==> src/hw/rtl/b64vc_pkg.sv <==
package b64vc_pkg;

	// Fixed widths of the register file and of the key length.
	localparam int CfgIdxW  = 3;
	localparam int CfgDataW = 64;
	localparam int LenW     = 6;

	// Register indexes.
	localparam logic [CfgIdxW-1:0] RegMode       = 3'd0;
	localparam logic [CfgIdxW-1:0] RegKeyLength  = 3'd1;
	localparam logic [CfgIdxW-1:0] RegKeyBytes0  = 3'd2;

	// Key byte after reset is 'A' in the first eight positions.
	localparam logic [7:0] KeyResetByte = 8'h41;
	localparam int         KeyResetBytes = 8;

	// Marker for a byte that is not in the alphabet.
	localparam logic [6:0] NoSymbol = 7'd64;

	// Which result the output register takes.
	typedef enum logic [2:0] {
		OutNone,
		OutInPass,
		OutInErr,
		OutHit,
		OutMiss
	} out_sel_t;

	// Commands from the controller to the datapath.
	typedef struct packed {
		logic     take;
		logic     step;
		out_sel_t out_sel;
	} cmd_t;

	// Status from the datapath to the controller.
	typedef struct packed {
		logic in_is_sym;
		logic len_zero;
		logic key_hit;
		logic last_try;
	} status_t;

	// Alphabet index of a byte, or NoSymbol when the byte is outside it.
	function automatic logic [6:0] symbol_index(input logic [7:0] c);
		logic [6:0] idx;
		case (c) inside
			[8'h41:8'h5A]: idx = 7'(c - 8'h41);
			[8'h61:8'h7A]: idx = 7'(c - 8'h61 + 8'd26);
			[8'h30:8'h39]: idx = 7'(c - 8'h30 + 8'd52);
			8'h2B:         idx = 7'd62;
			8'h2F:         idx = 7'd63;
			default:       idx = NoSymbol;
		endcase
		return idx;
	endfunction

	// Character of an alphabet index.
	function automatic logic [7:0] symbol_char(input logic [5:0] i);
		logic [7:0] c;
		if (i < 6'd26) begin
			c = 8'h41 + {2'b00, i};
		end else if (i < 6'd52) begin
			c = 8'h61 + {2'b00, i} - 8'd26;
		end else if (i < 6'd62) begin
			c = 8'h30 + {2'b00, i} - 8'd52;
		end else if (i == 6'd62) begin
			c = 8'h2B;
		end else begin
			c = 8'h2F;
		end
		return c;
	endfunction

endpackage

==> src/hw/rtl/b64vc_datapath.sv <==
module b64vc_datapath #(
	parameter int KEY_MAX = 32
) (
	input  logic                              clk,
	input  logic                              arst_n,
	input  logic                              cfg_we,
	input  logic [b64vc_pkg::CfgIdxW-1:0]     cfg_index,
	input  logic [b64vc_pkg::CfgDataW-1:0]    cfg_data,
	input  logic [7:0]                        in_char,
	input  logic                              start_req,
	input  b64vc_pkg::cmd_t                   cmd,
	output b64vc_pkg::status_t                status,
	output logic [7:0]                        out_char,
	output logic                              key_error
);

	localparam int PosW = (KEY_MAX > 1) ? $clog2(KEY_MAX) : 1;
	localparam int LenW = b64vc_pkg::LenW;

	logic             mode_q;
	logic [LenW-1:0]  key_length_q;
	logic [7:0]       key_q [KEY_MAX];
	logic [PosW-1:0]  key_position_q;

	logic [7:0]       char_q;
	logic [5:0]       sym_q;
	logic [PosW-1:0]  pos_q;
	logic [LenW-1:0]  cnt_q;
	logic [7:0]       out_char_q;
	logic             key_error_q;

	logic [LenW-1:0]  len;
	logic [6:0]       in_idx;
	logic [PosW-1:0]  kp_start;
	logic [PosW-1:0]  pos_init;
	logic [LenW-1:0]  pos_inc;
	logic [PosW-1:0]  pos_next;
	logic [6:0]       key_idx;
	logic [5:0]       code_idx;

	// Configuration registers; bytes beyond the key store are dropped.
	always_ff @(posedge clk or negedge arst_n) begin
		if (!arst_n) begin
			mode_q       <= 1'b0;
			key_length_q <= LenW'(1);
			for (int b = 0; b < KEY_MAX; b++) begin
				key_q[b] <= (b < b64vc_pkg::KeyResetBytes) ? b64vc_pkg::KeyResetByte : 8'h00;
			end
		end else if (cfg_we) begin
			if (cfg_index == b64vc_pkg::RegMode) begin
				mode_q <= cfg_data[0];
			end
			if (cfg_index == b64vc_pkg::RegKeyLength) begin
				key_length_q <= cfg_data[LenW-1:0];
			end
			for (int b = 0; b < KEY_MAX; b++) begin
				if (cfg_index == b64vc_pkg::CfgIdxW'(b64vc_pkg::RegKeyBytes0 + (b >> 3))) begin
					key_q[b] <= cfg_data[(b % 8) * 8 +: 8];
				end
			end
		end
	end

	// Key length in use, limited to the size of the key store.
	assign len = (key_length_q > LenW'(KEY_MAX)) ? LenW'(KEY_MAX) : key_length_q;

	// First key position to try for a new item.
	assign in_idx   = b64vc_pkg::symbol_index(in_char);
	assign kp_start = start_req ? '0 : key_position_q;
	assign pos_init = (LenW'(kp_start) >= len) ? '0 : kp_start;

	// Search pointer steps forward and wraps at the key length.
	assign pos_inc  = LenW'(pos_q) + LenW'(1);
	assign pos_next = (pos_inc >= len) ? '0 : pos_inc[PosW-1:0];

	// Key character under the search pointer and the coded symbol.
	assign key_idx  = b64vc_pkg::symbol_index(key_q[pos_q]);
	assign code_idx = mode_q ? (sym_q - key_idx[5:0]) : (sym_q + key_idx[5:0]);

	assign status.in_is_sym = (in_idx != b64vc_pkg::NoSymbol);
	assign status.len_zero  = (len == '0);
	assign status.key_hit   = (key_idx != b64vc_pkg::NoSymbol);
	assign status.last_try  = ((cnt_q + LenW'(1)) == len);

	// Key position register.
	always_ff @(posedge clk or negedge arst_n) begin
		if (!arst_n) begin
			key_position_q <= '0;
		end else if (cmd.take) begin
			if (start_req) begin
				key_position_q <= '0;
			end
		end else if (cmd.out_sel == b64vc_pkg::OutHit) begin
			key_position_q <= pos_next;
		end
	end

	// Search registers carry no control meaning and need no reset.
	always_ff @(posedge clk) begin
		if (cmd.take) begin
			char_q <= in_char;
			sym_q  <= in_idx[5:0];
			pos_q  <= pos_init;
			cnt_q  <= '0;
		end else if (cmd.step) begin
			pos_q <= pos_next;
			cnt_q <= cnt_q + LenW'(1);
		end
	end

	// Output register loads whichever result the controller selects.
	always_ff @(posedge clk) begin
		case (cmd.out_sel)
			b64vc_pkg::OutInPass: begin
				out_char_q  <= in_char;
				key_error_q <= 1'b0;
			end
			b64vc_pkg::OutInErr: begin
				out_char_q  <= in_char;
				key_error_q <= 1'b1;
			end
			b64vc_pkg::OutHit: begin
				out_char_q  <= b64vc_pkg::symbol_char(code_idx);
				key_error_q <= 1'b0;
			end
			b64vc_pkg::OutMiss: begin
				out_char_q  <= char_q;
				key_error_q <= 1'b1;
			end
			default: begin
			end
		endcase
	end

	assign out_char  = out_char_q;
	assign key_error = key_error_q;

endmodule

==> src/hw/rtl/b64vc_ctrl.sv <==
module b64vc_ctrl (
	input  logic               clk,
	input  logic               arst_n,
	input  logic               in_valid,
	output logic               in_ready,
	output logic               out_valid,
	input  logic               out_ready,
	input  b64vc_pkg::status_t status,
	output b64vc_pkg::cmd_t    cmd
);

	typedef enum logic {
		StIdle,
		StSearch
	} state_t;

	state_t state_q;
	state_t state_next;
	logic   out_valid_q;
	logic   accept;

	// A new item is taken only when idle and the output slot is free or emptying.
	assign in_ready = (state_q == StIdle) && (!out_valid_q || out_ready);
	assign accept   = in_valid && in_ready;

	// Next state and commands to the datapath.
	always_comb begin
		state_next  = state_q;
		cmd.take    = 1'b0;
		cmd.step    = 1'b0;
		cmd.out_sel = b64vc_pkg::OutNone;
		case (state_q)
			StIdle: begin
				if (accept) begin
					cmd.take = 1'b1;
					if (!status.in_is_sym) begin
						cmd.out_sel = b64vc_pkg::OutInPass;
					end else if (status.len_zero) begin
						cmd.out_sel = b64vc_pkg::OutInErr;
					end else begin
						state_next = StSearch;
					end
				end
			end
			StSearch: begin
				cmd.step = 1'b1;
				if (status.key_hit) begin
					cmd.out_sel = b64vc_pkg::OutHit;
					state_next  = StIdle;
				end else if (status.last_try) begin
					cmd.out_sel = b64vc_pkg::OutMiss;
					state_next  = StIdle;
				end
			end
			default: begin
				state_next = StIdle;
			end
		endcase
	end

	// State and output valid flag.
	always_ff @(posedge clk or negedge arst_n) begin
		if (!arst_n) begin
			state_q     <= StIdle;
			out_valid_q <= 1'b0;
		end else begin
			state_q <= state_next;
			if (cmd.out_sel != b64vc_pkg::OutNone) begin
				out_valid_q <= 1'b1;
			end else if (out_ready) begin
				out_valid_q <= 1'b0;
			end
		end
	end

	assign out_valid = out_valid_q;

endmodule

==> src/hw/rtl/base64_vigenere_cipher.sv <==
// Channel   Handshake              Payload
// in        in_valid / in_ready    in_char, start_req
// out       out_valid / out_ready  out_char, key_error
// cfg       cfg_we                 cfg_index, cfg_data
//
// A byte outside the alphabet, or one met with a zero key length, gives its result
// in the cycle after it is taken. For an alphabet byte the search pointer visits
// one key byte per cycle, from 1 up to the key length in use, until one is in the
// alphabet or all have been tried. One item is in flight at a time; the output
// register frees the input side as soon as the result is taken. Reset is
// asynchronous and resets control state, key position and configuration registers.
module base64_vigenere_cipher #(
	parameter int KEY_MAX = 32
) (
	input  logic                           clk,
	input  logic                           arst_n,
	input  logic                           cfg_we,
	input  logic [b64vc_pkg::CfgIdxW-1:0]  cfg_index,
	input  logic [b64vc_pkg::CfgDataW-1:0] cfg_data,
	input  logic                           in_valid,
	output logic                           in_ready,
	input  logic [7:0]                     in_char,
	input  logic                           start_req,
	output logic                           out_valid,
	input  logic                           out_ready,
	output logic [7:0]                     out_char,
	output logic                           key_error
);

	b64vc_pkg::cmd_t    cmd;
	b64vc_pkg::status_t status;

	// Sequencer for the key search.
	b64vc_ctrl u_ctrl (
		.clk       (clk),
		.arst_n    (arst_n),
		.in_valid  (in_valid),
		.in_ready  (in_ready),
		.out_valid (out_valid),
		.out_ready (out_ready),
		.status    (status),
		.cmd       (cmd)
	);

	// Key store, search pointer and symbol arithmetic.
	b64vc_datapath #(
		.KEY_MAX (KEY_MAX)
	) u_dp (
		.clk       (clk),
		.arst_n    (arst_n),
		.cfg_we    (cfg_we),
		.cfg_index (cfg_index),
		.cfg_data  (cfg_data),
		.in_char   (in_char),
		.start_req (start_req),
		.cmd       (cmd),
		.status    (status),
		.out_char  (out_char),
		.key_error (key_error)
	);

endmodule

==> config.mk <==
export PLATFORM = sky130hd
export DESIGN_NAME = base64_vigenere_cipher
export DESIGN_NICKNAME = d
export VERILOG_FILES = /design/src/hw/rtl/b64vc_pkg.sv /design/src/hw/rtl/b64vc_datapath.sv /design/src/hw/rtl/b64vc_ctrl.sv /design/src/hw/rtl/base64_vigenere_cipher.sv
export SDC_FILE = /design/constraint.sdc
export NUM_CORES = 1
export LEC_CHECK = 0
export BUFFER_PORTS_ARGS = -buffer_cell sky130_fd_sc_hd__buf_2
export CAP_MARGIN = 25
export CORE_MARGIN = 2
export CORE_UTILIZATION = 55
export CTS_BUF_LIST = sky130_fd_sc_hd__clkbuf_8
export CTS_CLUSTER_SIZE = 24
export DETAILED_ROUTE_END_ITERATION = 12
export PLACE_DENSITY = 0.76
export SLEW_MARGIN = 5
export SYNTH_ARGS = -nofsm -noshare
export SYNTH_HDL_FRONTEND = slang
export SYNTH_SLANG_ARGS = --single-unit
==> constraint.sdc <==
create_clock -name clk -period 6.55 [get_ports clk]
set_input_delay 0.3275 -clock clk [delete_from_list [all_inputs] [get_ports clk]]
set_output_delay 0.3275 -clock clk [all_outputs]
set_load 0.02 [all_outputs]
### After elaboration in Yosys (flattened, before gate mapping)

Index checks and enable logic that the tools add are counted.

| storage, ports and cells | value |
|---|---|
| input bits | 81 |
| logic and storage cells | 172 |
| output and inout bits | 11 |
| register bits | 304 |

| cells by class | value |
|---|---|
| add/sub/neg operators | 19 |
| $lt $le $gt $ge | 19 |
| mux-type cells | 45 |
| reductions and logical operators | 27 |
| bitwise gates (word level) | 2 |
| equal/unequal tests | 17 |

Operators with widths:

| cell | count |
|---|---|
| 7-bit two-way mux | 10 |
| 8-bit binary-select mux with 5-bit select | 1 |
| 8-bit two-way mux | 5 |
| 5-bit two-way mux | 7 |
| 8-bit by 6-bit equality test with 1-bit output, second input constant | 4 |
| 8-bit by 7-bit >= comparator with 1-bit output, second input constant | 4 |
| 8-bit by 7-bit less-or-equal comparator with 1-bit output, second input constant | 4 |
| 7-bit subtractor, second input constant | 4 |
| 8-bit one-hot mux with 3 select lines | 1 |
| 7-bit by 6-bit adder with 8-bit output, first input constant | 2 |
| 8-bit by 6-bit >= comparator with 1-bit output, second input constant | 2 |
| 8-bit by 6-bit less-or-equal comparator with 1-bit output, second input constant | 2 |
| 3-bit two-way mux | 5 |
| 7-bit by 5-bit adder with 7-bit output, second input constant | 2 |
| 7-bit by 6-bit adder with 7-bit output, second input constant | 2 |
| 7-bit inequality test, second input constant | 2 |
| 7-bit by 6-bit subtractor with 7-bit output, second input constant | 2 |
| 3-bit by 2-bit equality test with 1-bit output, second input constant | 4 |
| 6-bit < comparator, second input constant | 2 |
| 6-bit two-way mux | 2 |
| 2-bit AND reduction | 6 |
| 1-bit two-way mux | 10 |
| 3-bit equality test, second input constant | 3 |
| 1-bit logical AND | 8 |
| other kinds (27) | 35 |

### Depth between registers and ports, before layout

Gate-level depths: netlist of run 1.

| logic depth | value |
|---|---|
| depth in word-level cells | 18 |
| gate-level depth with buffers | 36 |
| mapped depth without buffers | 31 |

### By module

Synthesis of run 1 repeated with hierarchy kept, for this count alone.

| unflattened totals | value |
|---|---|
| cells, all modules | 1238 |
| area total of the unflattened synthesis | 16278.1 µm² |

By module, submodules not included:

| module | seq. area each (µm²) | cells each | times used | area each (µm²) |
|---|---|---|---|---|
| b64vc_datapath | 7688.6 | 1219 | 1 | 16116.7 |
| b64vc_ctrl | 50.0 | 19 | 1 | 161.4 |

### Least setup slack after synthesis of run 1

OpenSTA, ideal clock, no wires.

| timing | value |
|---|---|
| kind | reg2reg |
| from | register u_dp.pos_q[0] |
| to | register u_dp.out_char_q[2] (netlist: u_dp.out_char[2]) (data pin) |
| data arrival time | 6.464 ns |
| required time | 6.272 ns |
| path slack | -0.192 ns |
| stages on the path, launching flop included | 35 |
| buffers on the path | 5 |
| cell sequence | edfxtp_1 buf_6 buf_12 and2_1 clkbuf_1 a22oi_1 a21oi_1 nor4_1 buf_2 inv_1 ha_1 nand2_1 nor2_1 a21o_1 a31o_1 o31ai_2 inv_1 ha_1 inv_1 mux2_2 ha_1 a21o_1 a21o_1 a21o_1 a21oi_1 xnor2_1 xnor2_2 xnor2_2 ha_1 nor2b_1 clkbuf_1 o21ai_0 a31o_2 mux2i_1 o221ai_1 |

| between the ends | value |
|---|---|
| word-level cells in the longest chain between the ends | 18 |
| elaborated cells on any way between the ends | 50 |
| classes of those cells | 12 x add/sub; 9 x order compare; 8 x eq/ne; 16 x mux; 1 x bitwise; 4 x reduce/logical |

Ends and longest elaborated chain:

| what | RTL line | source |
|---|---|---|
| start: declaration | b64vc_datapath.sv:27 | `logic [PosW-1:0] pos_q;` |
| start signal: assignment | b64vc_datapath.sv:103 | `pos_q <= pos_init;` |
| start signal: assignment | b64vc_datapath.sv:106 | `pos_q <= pos_next;` |
| 5-bit NOT with 6-bit output (not written as such) * | b64vc_datapath.sv:77 | `assign key_idx = b64vc_pkg::symbol_index(key_q[pos_q]);` |
| 8-bit binary-select mux with 5-bit select * | b64vc_datapath.sv:77 |  |
| 8-bit two-way mux (not written as such) * (2 in a row) | b64vc_datapath.sv:77 |  |
| branches (longest 5 deep; another with 7-bit by 6-bit subtractor with 7-bit output) | -- |  |
| 7-bit two-way mux * | b64vc_pkg.sv:47 | `case (c) inside` |
| 6-bit adder / 6-bit subtractor (equally long branches) | b64vc_datapath.sv:78 | `assign code_idx = mode_q ? (sym_q - key_idx[5:0]) : (sym_q + key_idx[5:0]);` |
| 6-bit two-way mux | b64vc_datapath.sv:78 |  |
| 6-bit by 6-bit adder with 7-bit output / 6-bit equality test (equally long branches) | b64vc_pkg.sv:66, b64vc_pkg.sv:67 |  |
| 8-bit by 6-bit subtractor with 8-bit output / 3-bit two-way mux (equally long branches) | b64vc_pkg.sv:66, b64vc_pkg.sv:67 |  |
| 8-bit two-way mux | b64vc_pkg.sv:65 | `end else if (i < 6'd62) begin` |
| 8-bit two-way mux | b64vc_pkg.sv:63 | `end else if (i < 6'd52) begin` |
| 8-bit two-way mux | b64vc_pkg.sv:61 | `if (i < 6'd26) begin` |
| 8-bit one-hot mux with 3 select lines * | b64vc_datapath.sv:113 | `case (cmd.out_sel)` |
| end signal: assignment | b64vc_datapath.sv:115 | `out_char_q <= in_char;` |
| end signal: assignment | b64vc_datapath.sv:119 | `out_char_q <= in_char;` |
| end signal: assignment | b64vc_datapath.sv:123 | `out_char_q <= b64vc_pkg::symbol_char(code_idx);` |
| end: declaration | b64vc_datapath.sv:29 | `logic [7:0] out_char_q;` |

Mark *: on every way between the ends. The select of a mux whose other input is x is not followed.
A chain may end at the register's enable or synchronous reset.

### Worst setup path after layout of run 1

| timing | value |
|---|---|
| from | register u_dp.pos_q[0] |
| to | register u_dp.out_char_q[1] (netlist: u_dp.out_char[1]) (data pin) |

| between the ends | value |
|---|---|
| word-level cells in the longest chain between the ends | 18 |
| elaborated cells on any way between the ends | 48 |
| classes of those cells | 12 x add/sub; 9 x order compare; 7 x eq/ne; 15 x mux; 1 x bitwise; 4 x reduce/logical |

Ends and longest elaborated chain:

| what | RTL line | source |
|---|---|---|
| 5-bit NOT with 6-bit output (not written as such) * | b64vc_datapath.sv:77 |  |
| 8-bit binary-select mux with 5-bit select * | b64vc_datapath.sv:77 |  |
| 8-bit two-way mux (not written as such) * (2 in a row) | b64vc_datapath.sv:77 |  |
| branches (longest 5 deep; another with 7-bit by 6-bit subtractor with 7-bit output) | -- |  |
| 7-bit two-way mux * | b64vc_pkg.sv:47 |  |
| 6-bit adder / 6-bit subtractor (equally long branches) | b64vc_datapath.sv:78 |  |
| 6-bit two-way mux | b64vc_datapath.sv:78 |  |
| 6-bit by 6-bit adder with 7-bit output | b64vc_pkg.sv:66 | `c = 8'h30 + {2'b00, i} - 8'd52;` |
| 8-bit by 6-bit subtractor with 8-bit output | b64vc_pkg.sv:66 |  |
| 8-bit two-way mux | b64vc_pkg.sv:65 |  |
| 8-bit two-way mux | b64vc_pkg.sv:63 |  |
| 8-bit two-way mux | b64vc_pkg.sv:61 |  |
| 8-bit one-hot mux with 3 select lines * | b64vc_datapath.sv:113 |  |

Marks and branches as above.

==> impl_results.md, run 1 <==
* WL final at 36.8 mm
* Detail Route Antenna Nets at 0
* Fin. max-slew vios at 0
* CP Data Arrival Time at 6.83 ns
* Synthesized Nets at 1303
* Initial antenna violation count at 1
* Final hold violations at 0
* Synth area leader: dfrtp_1
* Final worst path period need at 6.40 ns
* CP Capture Type: register
* Die ar. at 0.0303 mm²
* Starting density of the core at 55.6%
* Filler instances at 2153
* Sequential-to-total area share from yosys stat at 48.7%
* Slew HR at 33.3%
* Cells after synthesis at 1180
* Worst min path class: in2reg
* Hold Path Depth at 2
* H-Tree Depth at 2
* Critical path buffer and inverter count at 6
* Pin count of the biggest net entering global routing at 160
* # IOs at 92
* Synth top cells by count: 264 x mux2_2, 253 x dfrtp_1, 58 x mux4_2
* Cell Count Post-Placement at 1647
* CP max stage delay at 0.53 ns
* Detailed-route wire length per cell at 20.8 µm
* First-pass GRT wire length at 58.4 mm
* Vias at 10.6k
* Yosys top cell area share at 39.9%
* Unrepaired setup endpoints after global routing: yes
* Num rows at 62
* DR DRC count at 0
* Predominant post-synthesis flop cell: dfrtp_1
* Clk_lat worst skew at 0.59 ns
* DR iter-0 viols at 645
* Initial DRT Pass Iterations at 6
* Post-synth EDFFs at 28
* CTS Buffer Depth at 3
* Die height at 174 µm
* CTS root buffer: clkbuf_8
* Fin nets at 1465
* Total clock buffers created by CTS at 51
* Average instance area after synthesis at 13.5 µm²
* Count leader, synth: mux2_2
* CP required at 6.97 ns
* Outcome: completed
* Post-synth cell types at 85
* Startpoint Class: register
* Max cap viols at 0
* Final setup vio count at 0
* WS Path Type: reg2reg
* Core Box Area at 0.0285 mm²
* Skew final at 0.0411 ns
* CTS clock-pin slew for the worst setup and hold paths at 0.06 ns
* Post-detail-place hpwl at 24.7 mm
* Slew @ Worst Pin at 1.00 ns
* GRT Util Overall at 24.0%
* Async SR Flop Fraction at 88.8%
* Die span in x at 174 µm
* Top delay family on crit path: multiplexers
* IO buf count at 91
* Avg Vias per Cell at 5.97
* Gpl congestion at 0.923
* CTS sink cnt at 304
* Layout cells sized above 1 at 46.1%
* CTS tree: yes
* Fmax at 156 MHz
* Vias in the first global route at 10.8k
* Largest cells by area after synthesis: dfrtp_1 40%, mux2_2 19%, mux4_2 8.2%
* Number of synthesized register bits at 304
* Synth Warn # at 0
* Syn-to-layout area delta at 16.8%
* Critical Path Fanout Max at 7
* Flop2flop setup slack at 0.15 ns
* WP depth at 29
* Synth Cell Area at 0.0159 mm²
* Tcrit/Tclk final at 97.8%
* Grt ovf at 0
* Post-Layout Cell Count at 1769
* CP max stage cell: mux4_2
* R2R depth at 29
-- worst paths after layout --
| path | startpoint | endpoint |
|---|---|---|
| setup / recovery | u_dp.pos_q[0] | u_dp.out_char[1] |
| hold reg to reg | u_dp.cnt_q[5] | u_dp.cnt_q[5] |
| min in group asynchronous | arst_n | u_dp.key_q[150] |
| hold / removal | cfg_data[18] | u_dp.key_q[234] |
| max in group asynchronous | arst_n | u_dp.key_q[60] |
| setup reg to reg | u_dp.pos_q[0] | u_dp.out_char[1] |
-- per-stage QoR --
| stage | TNS [ns] | setup slack, ns | cell area, µm² | hold WS (ns) | utilization [%] |
|---|---|---|---|---|---|
| after floorplan | 0 | 0.0270 | 15900 | 0.0319 | - |
| after global placement | 0 | 0.00512 | 17000 | 0.449 | 59.5 |
| after detailed placement | -0.267 | -0.120 | 17000 | 0.451 | 59.6 |
| after CTS | 0 | 0.00871 | 18200 | 0.0000522 | 63.9 |
| after global routing | -0.180 | -0.0731 | 18600 | 0.00814 | 65.0 |
| final | 0 | 0.146 | 18600 | 0.0198 | 65.0 |
-- flip-flops by register name, indices dropped and copies added, names as in the netlist, 5 cells and up --
signal,count
u_dp.key_q,256
u_dp.char_q,8
u_dp.out_char,8
u_dp.cnt_q,6
u_dp.key_length_q,6
u_dp.sym_q,6
u_dp.key_position_q,5
u_dp.pos_q,5
-- cell usage in the layout, fill, tap and decap left out, types with 7 or more instances in the layout --
master         Yosys  layout
mux2_2           264     263
dfrtp_1          253     253
buf_2             11      90
clkbuf_8           0      62
mux4_2            58      58
buf_4              3      56
inv_1             36      52
a21oi_1           42      37
nand2_1           37      35
mux2i_1           34      34
ha_1              41      34
nor2_1            33      30
edfxtp_1          28      28
o21ai_0           20      19
nand3_1           20      19
dfstp_2           17      17
a22oi_1           16      16
xor2_1            15      15
xnor2_1           14      13
nor2b_1           14      13
a21o_1            12      11
nor3_1            13      11
nand2b_1          10      10
o22ai_1            9       9
dlygate4sd3_1      0       9
a31oi_1            9       8
a211o_1            7       7
and3_1             7       7
clkinv_2           0       7
-- final cells by class --
| cell class | count | area [µm²] | area share, % |
|---|---|---|---|
| clock buffer | 62 | 853 | 4.60 |
| sequential | 304 | 7740 | 41.7 |
| antenna | 1 | 2.50 | 0.0135 |
| multi-input combinational | 776 | 7890 | 42.5 |
| clock inverter | 33 | 210 | 1.13 |
| inverter | 40 | 150 | 0.809 |
| timing repair buffer | 169 | 1230 | 6.64 |
| tap | 384 | 480 | 2.59 |
-- metal layers --
| layer | track usage [%] | wire length (µm) | up-vias |
|---|---|---|---|
| met2 | 39.3 | 17800 | 333 |
| met4 | 6.90 | 847 | 0 |
| met5 | 0 | 0 | - |
| li1 | - | - | 4760 |
| met3 | 3.59 | 1720 | 72 |
| met1 | 33.8 | 16400 | 5395 |
-- cell families (layout without fill, tap and decap cells) --
family | count (synthesis) | in the layout | share of synthesized area (%)
simple gates | 171 | 171 | 5.79
xor+xnor | 32 | 32 | 1.95
other cells | 0 | 1 | 0
compound gates | 168 | 168 | 7.29
buf+inv | 100 | 304 | 2.96
flops | 304 | 304 | 48.7
mux | 363 | 363 | 29.9
fa+ha+maj | 42 | 42 | 3.36
-- what timing repair did --
action	CTS	global route
cloned	1	2
endpoints found under the hold margin	114	0
endpoints found under the setup margin	4	6
setup buffers	2	12
pin swaps	0	21
hold buffers	9	0
resized for setup	7	34
Power of run 1 is not shown: default switching activity piles up to over one toggle a cycle in this logic, so the estimate is an artifact.
==> inputs of run 2 (changes only) <==
==> constraint.sdc (replaced) <==
create_clock -name clk -period 6.55 [get_ports clk]
set_input_delay 0.9825 -clock clk [delete_from_list [all_inputs] [get_ports clk]]
set_output_delay 0.9825 -clock clk [all_outputs]
set_load 0.02 [all_outputs]
==> run 2 against run 1 <==
Net effect: register-to-register slack got worse by 0.12 ns; sequential cell count did not move; count of clock-buffer cells in the layout rose by 3; core utilization rose by 0.074 points; final cell count rose by 0.11%; setup slack got worse by 0.12 ns; design area rose by 0.11%; via count barely moved; clock skew fell by 0.0029 ns; highest routed layer unchanged; critical path depth fell by 2.
==> impl_results.md, run 2 (synthesis gave the netlist of run 1 again) <==
* # IOs at 92
* Detail Route Antenna Nets at 0
* Fin nets at 1467
* CP required at 6.85 ns
* GRT Util Overall at 24.0%
* Die ar. at 0.0303 mm²
* Num rows at 62
* Skew final at 0.0382 ns
* Fmax at 153 MHz
* Max FFs per register at 256
* Detailed-route wire length per cell at 20.8 µm
* Slew @ Worst Pin at 1.02 ns
* CTS tree: yes
* Final setup TNS at 0 ns
* Vias at 10.6k
* First-pass GRT wire length at 58.0 mm
* Die span in x at 174 µm
* Worst min path class: in2async
* CTS root buffer: clkbuf_8
* IO buf count at 91
* R2R depth at 27
* CP max stage cell: edfxtp_1
* DR DRC count at 0
* Initial antenna violation count at 0
* Final setup vio count at 0
* Die height at 174 µm
* CTS sink cnt at 304
* CP max stage delay at 0.66 ns
* Max cap viols at 0
* Critical Path Fanout Max at 8
* Vias in the first global route at 10.8k
* Pin count of the biggest net entering global routing at 135
* CTS clock-pin slew for the worst setup and hold paths at 0.06 ns
* CP dominant cell by count: a21o_1
* Clk_lat worst skew at 0.62 ns
* Layout cells sized above 1 at 46.9%
* Initial DRT Pass Iterations at 5
* Most frequent cells in the layout: 262 x mux2_2, 253 x dfrtp_1, 90 x buf_2, 65 x clkbuf_8, 64 x buf_4
* DR iter-0 viols at 632
* Final worst path period need at 6.53 ns
* # hold bufs at CTS at 0
* Final hold violations at 0
* Fin. max-slew vios at 0
* Outcome: completed
* Startpoint Class: register
* Syn-to-layout area delta at 16.9%
* Gpl congestion at 0.862
* Biggest register: u_dp.key_q
* Total clock buffers created by CTS at 52
* CTS Buffer Depth at 3
* Tcrit/Tclk final at 99.7%
* WL final at 36.8 mm
* Avg Vias per Cell at 5.96
* Core Box Area at 0.0285 mm²
* CP Capture Type: register
* Unrepaired setup endpoints after global routing: yes
* H-Tree Depth at 2
* Post-detail-place hpwl at 24.4 mm
* WS Path Type: reg2reg
* Starting density of the core at 55.6%
* CP Data Arrival Time at 6.82 ns
* Filler instances at 2174
* Grt ovf at 0
* Slew HR at 31.8%
* Leading cell type in the layout, fill and taps excluded: mux2_2
run 2: worst max-delay path, delay by kind of cell (launching register included):
family / cells / cell delay (ns)
fa+ha+maj: 4 / 0.92
mux: 5 / 1.73
xor+xnor: 3 / 0.45
compound gates: 10 / 1.74
simple gates: 1 / 0.20
buf+inv: 4 / 0.48
flops: 1 / 0.66
run 2: final timing paths:
check                           slack (ns)                     end                    from
worst max-delay path                  0.02        u_dp.out_char[2]           u_dp.pos_q[0]
worst max register to register        0.02        u_dp.out_char[2]           u_dp.pos_q[0]
min in group clk                      0.49  u_dp.key_position_q[1]  u_dp.key_position_q[1]
worst min-delay path                  0.44          u_dp.key_q[90]                  arst_n
worst min register to register        0.49  u_dp.key_position_q[1]  u_dp.key_position_q[1]
max in group asynchronous             4.58             u_dp.mode_q                  arst_n
run 2: stage by stage:
step	hold WS, ns	std cells	instance area (µm²)	utilization, %	setup WS [ns]
global placement	0.456	1649	17000	59.6	0.107
global route	0.507	1770	18600	65.1	-0.330
finish	0.439	1771	18600	65.1	0.0213
CTS	0.483	1748	18200	63.6	0.00922
floorplan	0.447	1180	15900	-	0.0270
detailed placement	0.470	1650	17000	59.7	-0.0463
run 2: cell type report:
type	count	area, µm²	area share (%)
Antenna cell	1	2.50	0.0135
Clock buffer	65	895	4.82
Clock inverter	31	185	0.997
Inverter	40	153	0.822
Multi-Input combinational cell	776	7890	42.5
Sequential cell	304	7740	41.7
Tap cell	384	480	2.59
Timing Repair Buffer	170	1230	6.62
run 2: repair_timing:
item | 4_1_cts | 5_1_grt
cloned | 0 | 4
gates resized for setup | 5 | 43
buffers inserted | 2 | 18
endpoints found under the setup margin | 4 | 6
pin swaps | 0 | 24
run 2: routing by layer:
| layer | vias to the layer above | track usage [%] | part of all wire (%) |
|---|---|---|---|
| li1 | 4760 | - | - |
| met1 | 5395 | 34.0 | 44 |
| met4 | 0 | 8.44 | 2.6 |
| met3 | 75 | 3.46 | 5.2 |
| met5 | - | 0 | 0 |
| met2 | 324 | 38.4 | 48 |
Power of run 2 is left out for the same reason.
==> inputs of run 3 (changes only) <==
--- a/config.mk
+++ b/config.mk
@@ -8,11 +8,11 @@
 export BUFFER_PORTS_ARGS = -buffer_cell sky130_fd_sc_hd__buf_2
 export CAP_MARGIN = 25
 export CORE_MARGIN = 2
-export CORE_UTILIZATION = 55
+export CORE_UTILIZATION = 50
 export CTS_BUF_LIST = sky130_fd_sc_hd__clkbuf_8
 export CTS_CLUSTER_SIZE = 24
 export DETAILED_ROUTE_END_ITERATION = 12
-export PLACE_DENSITY = 0.76
+export PLACE_DENSITY = 0.7
 export SLEW_MARGIN = 5
 export SYNTH_ARGS = -nofsm -noshare
 export SYNTH_HDL_FRONTEND = slang
==> run 3 against run 2 <==
Net effect: hold slack got worse by 0.12 ns; clock skew fell by 0.019 ns; count of clock-buffer cells in the layout down 2; die area grew 9.8%; critical path type unchanged; critical endpoint is now u_dp.out_char[0]; largest cell class unchanged.
==> impl_results.md, run 3 (synthesis gave the netlist of run 1 again) <==
* Outcome: completed
* Fin. max-slew vios at 0
* GRT Util Overall at 22.7%
* Gpl congestion at 0.911
* CTS tree: yes
* CP Data Arrival Time at 6.84 ns
* CTS Buffer Depth at 3
* Pin count of the biggest net entering global routing at 203
* CTS sink cnt at 304
* Initial DRT Pass Iterations at 5
* Ant diodes at 0
* Final setup vio count at 0
* Skew final at 0.0191 ns
* First-pass GRT wire length at 59.7 mm
* CP required at 7.00 ns
* IO buf count at 91
* Biggest register: u_dp.key_q
* Die height at 182 µm
* Fin nets at 1465
* Grt ovf at 0
* Detail Route Antenna Nets at 0
* Max cap viols at 0
* Met3 routed WL at 1.49 mm
* CTS root buffer: clkbuf_8
* Starting density of the core at 50.6%
* # IOs at 92
* WHS at 0.323 ns
* Register area at 0.00774 mm²
* Avg Vias per Cell at 5.86
* Die ar. at 0.0332 mm²
* WL final at 36.9 mm
* CTS clock-pin slew for the worst setup and hold paths at 0.06 ns
* Slew @ Worst Pin at 1.11 ns
* Top layer in use: met4
* Met1 WL at 17.0 mm
* Finished Core Util at 59.4%
* Final worst path period need at 6.39 ns
* Num rows at 65
* Fin area at 0.0187 mm²
* Tcrit/Tclk final at 97.5%
* Most frequent cells in the layout: 263 x mux2_2, 253 x dfrtp_1, 90 x buf_2, 63 x clkbuf_8, 62 x buf_4
* Critical Path Fanout Max at 7
* Initial antenna violation count at 0
* Clk_lat worst skew at 0.59 ns
* Vias at 10.5k
* Die span in x at 182 µm
* Detailed-route wire length per cell at 20.6 µm
* Total clock buffers created by CTS at 51
* H-Tree Depth at 2
* DR iter-0 viols at 585
* Post-detail-place hpwl at 24.8 mm
* Filler instances at 2459
* Post-placement cell area at 0.0171 mm²
* Core Box Area at 0.0314 mm²
* DR DRC count at 0
* Layout cells sized above 1 at 46.9%
* # hold bufs at CTS at 0
* Slew HR at 26.1%
* Vias in the first global route at 10.9k
* CP Capture Type: register
* Fmax at 157 MHz
* Syn-to-layout area delta at 17.4%
* Max FFs per register at 256
* Leading cell type in the layout, fill and taps excluded: mux2_2
* Unrepaired setup endpoints after global routing: yes
* Met2 wire len at 17.6 mm
* Final hold violations at 0
* Area of the multi-input gates at 0.00788 mm²
* Startpoint Class: register
* Final setup TNS at 0 ns
* WS Path Type: reg2reg
* Worst min path class: in2async
[run 3: cell types whose count changed in the layout (fill, tap and decap cells not counted), moves of 3 or more]
| cell | before | now |
|---|---|---|
| clkinv_2 | 5 | 8 |
| inv_2 | 2 | 5 |
| buf_12 | 5 | 8 |
| bufinv_16 | 1 | 5 |
| inv_1 | 57 | 50 |
| clkbuf_16 | 4 | 1 |
[run 3: per-stage QoR]
step                      setup slack, ns  instances
after floorplan                    0.0270       1180
after global placement            -0.0162       1664
after detailed placement           -0.174       1665
after CTS                        0.000808       1768
after global routing               -0.116       1787
final                               0.164       1787
[run 3: area by class of cell]
| cell class | count | area share (%) |
|---|---|---|
| flip-flops and latches | 304 | 41.5 |
| repair buffers | 169 | 6.58 |
| well taps | 402 | 2.70 |
| multi-input cells | 776 | 42.2 |
| clock buffers | 63 | 4.65 |
| inverters | 40 | 0.805 |
| clock inverters | 33 | 1.55 |
[run 3: timing repair]
| item | CTS | global route |
|---|---|---|
| gates resized for setup | 14 | 33 |
| setup endpoints to repair | 6 | 6 |
| pin swaps | 4 | 25 |
| gates cloned | 1 | 1 |
| buffers inserted | 6 | 18 |
[run 3: critical path: stages, from the launching register on]
cell and delay, ns:
edfxtp_1 0.46, buf_12 0.16, clkbuf_16 0.14, mux4_2 0.50, mux4_2 0.52, mux2i_4 0.25
inv_2 0.13, ha_4 0.22, a21o_1 0.20, a31o_1 0.26, o31ai_4 0.27, inv_2 0.07
ha_4 0.27, inv_2 0.02, mux2_4 0.28, buf_4 0.14, fa_1 0.45, a21o_1 0.18
a21oi_1 0.17, xnor2_1 0.17, buf_4 0.20, nor2b_1 0.21, inv_1 0.08, nand2b_1 0.11
mux2i_4 0.11, buf_4 0.16, or4_1 0.39, nand3_1 0.11
[run 3: worst paths after layout]
path	start	endpoint	slack [ns]	cells after the start
max in group asynchronous	arst_n	u_dp.key_position_q[0]	4.78	2
worst min-delay path	arst_n	u_dp.key_q[22]	0.32	1
min in group clk	u_dp.cnt_q[5]	u_dp.cnt_q[5]	0.48	2
worst max-delay path	u_dp.pos_q[0]	u_dp.out_char[0]	0.16	27
worst max register to register	u_dp.pos_q[0]	u_dp.out_char[0]	0.16	27
worst min register to register	u_dp.cnt_q[5]	u_dp.cnt_q[5]	0.48	2
[run 3: layer usage]
metal,track usage (%),vias to the layer above
li1,-,4770
met5,0,-
met3,3.89,59
met2,36.6,243
met4,6.13,0
met1,31.9,5394
Power of run 3 is left out for the same reason.
